==> src/design/rpi_pkg.sv <==
// Shared constants for the ray/plane intersection core.
package rpi_pkg;

    localparam int FRAC_BITS_DEF   = 16;
    localparam int COORD_WIDTH_DEF = 32;
    localparam int QUEUE_DEPTH     = 4;

endpackage

==> src/design/rpi_fifo.sv <==
// Short queue between the front end and the back end.
module rpi_fifo
    import rpi_pkg::*;
#(
    parameter int DATA_W = 8
) (
    input  logic              i_clk,
    input  logic              i_rst_n,
    input  logic              i_valid,
    output logic              o_ready,
    input  logic [DATA_W-1:0] i_data,
    output logic              o_valid,
    input  logic              i_ready,
    output logic [DATA_W-1:0] o_data
);
    localparam int AW = $clog2(QUEUE_DEPTH);

    logic [DATA_W-1:0] r_mem [QUEUE_DEPTH];
    logic [AW-1:0]     r_wp, r_rp;
    logic [AW:0]       r_cnt;
    logic              push, pop;

    assign o_ready = r_cnt != (AW+1)'(QUEUE_DEPTH);
    assign o_valid = r_cnt != '0;
    assign push    = i_valid && o_ready;
    assign pop     = o_valid && i_ready;
    assign o_data  = r_mem[r_rp];

    always_ff @(posedge i_clk) begin
        if (push) begin
            r_mem[r_wp] <= i_data;
        end
    end

    always_ff @(posedge i_clk) begin
        if (!i_rst_n) begin
            r_wp  <= '0;
            r_rp  <= '0;
            r_cnt <= '0;
        end else begin
            if (push) begin
                r_wp <= r_wp + 1'b1;
            end
            if (pop) begin
                r_rp <= r_rp + 1'b1;
            end
            r_cnt <= r_cnt + (AW+1)'(push) - (AW+1)'(pop);
        end
    end
endmodule

==> config.mk <==
export PLATFORM = sky130hd
export DESIGN_NAME = rpi_fifo
export DESIGN_NICKNAME = d
export VERILOG_FILES = /design/src/design/rpi_pkg.sv /design/src/design/rpi_fifo.sv
export SDC_FILE = /design/constraint.sdc
export NUM_CORES = 1
export LEC_CHECK = 0
export BUFFER_PORTS_ARGS = -buffer_cell sky130_fd_sc_hd__buf_2
export CAP_MARGIN = 20
export CORE_MARGIN = 2
export CORE_UTILIZATION = 59
export DETAILED_ROUTE_END_ITERATION = 6
export PLACE_DENSITY_LB_ADDON = 0.12
export SYNTH_ARGS = -nofsm -noshare
export SYNTH_HDL_FRONTEND = slang
export SYNTH_SLANG_ARGS = --single-unit
==> constraint.sdc <==
create_clock -name i_clk -period 4.1 [get_ports i_clk]
set_input_delay 0 -clock i_clk [delete_from_list [all_inputs] [get_ports i_clk]]
set_output_delay 0 -clock i_clk [all_outputs]
set_load 0.02 [all_outputs]
# After elaboration in Yosys (flattened, before gate mapping)
# Memory sizes are Yosys's and may differ from the RTL's. A register that Yosys moved wholly into a read port is not among the register bits.
# Cells that the tools add are included.
# op_classes
n_addsub	4
n_mux	4
n_eq_ne	1
n_reduce_logical	3
# ops
op	n
$add 2x1->2 const B	2
$mux 2	2
$add 3x1->3	1
$ne 3x3->1 const B	1
$reduce_bool 3->1	1
$sub 3x1->3	1
$logic_and 1x1->1	2
$mux 1	2
# word_totals
mem_count	1
out_inout_bits	10
ramBits	32
register_bits	7
# memory_table
name	words	word_bits	rd	rd_clocked_by_memory_dff	write_ports	line_no	text
r_mem	4	8	1	1	1	rpi_fifo.sv:18	logic [DATA_W-1:0] r_mem [QUEUE_DEPTH];

# Logic depth before layout (Yosys ltp)
# depth
word_depth	4
ltp_mapped	11
ltp_nobuf	11

# Worst setup path after synthesis
# Ideal clock, no wire load.
# synth_timing
path_type	reg2reg
start	reg r_cnt[1]
end	reg r_cnt[2]
setup_slack_ns	1.881
required_ns	3.985
arrival_time_ns	2.104
path_stages_with_launch	12
period_less_slack_ns	2.219
path_cell_list	dfxtp_1 nor2_1 a21boi_2 inv_1 ha_1 inv_1 ha_1 inv_1 fa_1 xnor2_1 xnor2_1 and2_1
# synth_via
elab_chain_len	4
word_cells_on_any_way	6
classes_between	2 x add/sub; 1 x eq/ne; 3 x reduce/logical
# synth_rtl
item	line_no	text
from (decl)	rpi_fifo.sv:20	logic [AW:0] r_cnt;
from (signal assigned)	rpi_fifo.sv:47	r_cnt <= r_cnt + (AW+1)'(push) - (AW+1)'(pop);
$ne 3x3->1	rpi_fifo.sv:23	assign o_ready = r_cnt != (AW+1)'(QUEUE_DEPTH);
$logic_and 1x1->1	rpi_fifo.sv:25	assign push = i_valid && o_ready;
$add 3x1->3	rpi_fifo.sv:47	
$sub 3x1->3 (*)	rpi_fifo.sv:47	
# Mark *: on every way between the ends. The rest lies on a longest branch, timed or not.
# A chain may end at the register's enable or synchronous reset.

# Worst setup path in the final report
# Same ends and word-level chain as after synthesis.

==> results.md <==
* WP data required at 4.35 ns
* CTS root buf: clkbuf_4
* First-pass GRT wire length at 3650 µm
* Mapped Area at 1635 µm²
* Largest net degree at the start of global routing at 13
* DRT iter0 DRCs at 14
* Sequential element share of the synthesized area at 69.78%
* H-tree Lvls at 2
* Vias in the first global route at 809
* Area Overhead vs Synth at 16.53%
* Hold crit path type: in -> reg
* Crit-path max FO at 7
* Final setup violation count at 0
* Clock Sinks at 41
* Synth Instances at 90
* DRC at 0
* Die Wd at 56.65 µm
* Post-route minimum period at 2.365 ns
* Worst clock skew at 0.002931 ns
* Mapped Nets at 109
* Port bufs at 21
* Crit end category: flip-flop
* Worst slew pin tran at 0.5253 ns
* Boundary Pins at 22
* Critical path buffers and inverters at 3
* LEAKAGE at 0.6944 nW
* Core ar. at 2686 µm²
* Total number of vias at 806
* Die Ht at 56.65 µm
* RSZ-0062 raised after global routing: no
* Post-synth top area share at 58.76%
* Mean Syn Cell Area at 18.17 µm²
* Crit path cell chain: nor2_1, a21boi_2, inv_1, ha_1, inv_1, ha_1, inv_1, fa_1, xnor2_1, xnor2_1, and2_1
* Initial antenna violation count at 0
* Die area at 3209 µm²
* Row cnt at 19
* Vias per cell at 5.167
* Critical Path AT at 2.61 ns
* Grt ovf at 0
* CTS resizes at 0
* Worst rel slew slack at 64.93%
* Max Fclk at 0.4229 GHz
* Overall power at 1.073 mW
* Nets at 143
* Main area contributors after synthesis: edfxtp_1 (59%), dfxtp_1 (11%), mux4_2 (11%)
* Fin. Hold Viols at 0
* Worst IR Drop VDD at 0.4802 mV
* Total GRT Usage at 16.09%
* CP top delay family: adder cells
* Max Slew Vio Count at 0
* Synthesized flop and latch total at 41
* Pwr/cell area at 563.3 nW/µm²
* CTS Buffer Depth at 2
* Clk slew on worst S/H paths at 0.11 ns
* Crit-path slowest cell: dfxtp_1
* Placer congestion estimate at 0.6897
* CTS tree: built
* Netlist cell types at 18
* TritonCTS buffer count at 5
* Post-detail-place hpwl at 1598 µm
* CP most frequent cell: inv_1
* Final Cycle Share at 57.67%
* Crit path kind: reg -> reg
* DR WL/cell at 14.53 µm
* # Post-CTS Setup Buffers at 0
* Yosys warns at 0
* Drt total wl at 2266 µm
* Drt pass-1 iters at 3
* Max stage delay on crit path at 0.47 ns
* Proportion of layout cells with a drive suffix above 1 at 32.00%
* Max Cap Viol at 0
* Antenna-violating nets left at 0
* Startpoint Class: flip-flop
* Top cell type by total area after synthesis: edfxtp_1
* Clock latency at the later pin of the worst-skew pair at 0.34 ns
* Outcome: completed
* ANT cells at 0
* Final TNS setup at 0 ns
* Initial Util at 60.88%
stage by stage:
stage	utilization, %	instance area (µm²)	worst slack [ns]	hold slack [ns]	cells
final	70.94	1906	1.735	0.1024	156
after global routing	70.94	1906	1.543	0.08313	156
after CTS	70.94	1906	1.706	0.07808	156
after detailed placement	65.67	1764	1.712	0.2212	139
after global placement	65.67	1764	1.805	0.2115	139
after floorplan	-	1635	1.881	0.09887	90
state kept, by name, indices dropped and copies added, names as in the netlist, named ones only:
name / count
r_rp: 2
r_wp: 2
r_cnt: 3
r_mem: 32
final timing paths:
| kind | slack [ns] | from | endpoint | cells past startpoint |
|---|---|---|---|---|
| worst max-delay path | 1.74 | r_cnt[1] | r_cnt[2] | 11 |
| worst min-delay path | 0.10 | i_valid | r_wp[0] | 3 |
| worst max register to register | 1.74 | r_cnt[1] | r_cnt[2] | 11 |
| worst min register to register | 0.51 | r_wp[1] | r_wp[1] | 2 |
cells by family (layout without fill, tap and decap cells):
family	Yosys count	after routing	synth area share (%)
AOI/OAI and AO/OA	3	3	2.296
xor gates and xnor gates	4	4	2.142
adders and majority gates	7	7	5.815
buffers and inverters	8	43	2.066
DFF	41	41	69.78
muxes	10	10	12.24
and+or+nand+nor	17	17	5.662
report_power, final:
part	internal, mW	switching [mW]	total, mW	leakage (nW)
Combinational	0.161	0.159	0.321	0.295
Clock	0.0653	0.117	0.182	0.0320
Sequential	0.512	0.0590	0.571	0.367
metal layers:
metal	vias to the layer above	part of all wire [%]	global-route usage [%]
met5	-	0	0
met4	0	1.3	5.102
met3	3	5.1	6.912
met2	22	52	27.74
met1	382	41	17.90
li1	399	-	-
what timing repair did:
| item | 4_1_cts | 5_1_grt |
|---|---|---|
| hold buffers | 9 | 0 |
| endpoints found under the setup margin | 0 | 0 |
| hold endpoints to repair | 41 | 0 |
synthesized netlist by cell type:
cell type	count
nand2_1	5
dfxtp_1	9
and2_1	7
o311ai_2	1
edfxtp_1	32
a21boi_2	1
buf_4	1
nor2_1	1
mux4_2	8
ha_1	6
mux2i_1	2
inv_1	5
or3_2	1
nor2b_1	3
o31a_2	1
fa_1	1
xnor2_1	4
clkbuf_1	2
worst min-delay path: cells and delay by family:
kind | cells | cell delay (ns)
multiplexers | 1 | 0.12
buffers and inverters | 1 | 0.09
AO/OA/AOI/OAI | 1 | 0.19
area by class of cell:
type / count / area (µm²)
sequential: 41 / 1141
fill: 184 / 780.7
multi-input combinational: 41 / 460.4
timing repair buffer: 30 / 195.2
clock buffer: 6 / 41.29
tap: 31 / 38.79
inverter: 5 / 18.77
clock inverter: 2 / 10.01
cells in the final DEF, fill, tap and decap left out:
cell           instances
nand2_1                5
fa_1                   1
xnor2_1                4
dlygate4sd3_1          9
edfxtp_1              32
a21boi_2               1
and2_1                 7
mux2i_1                2
nor2_1                 1
nor2b_1                3
o31a_2                 1
inv_1                  5
buf_2                 21
dfxtp_1                9
mux4_2                 8
clkinv_2               2
clkbuf_1               1
ha_1                   6
clkbuf_4               5
o311ai_2               1
or3_2                  1
(Power assumes the default switching activity.)
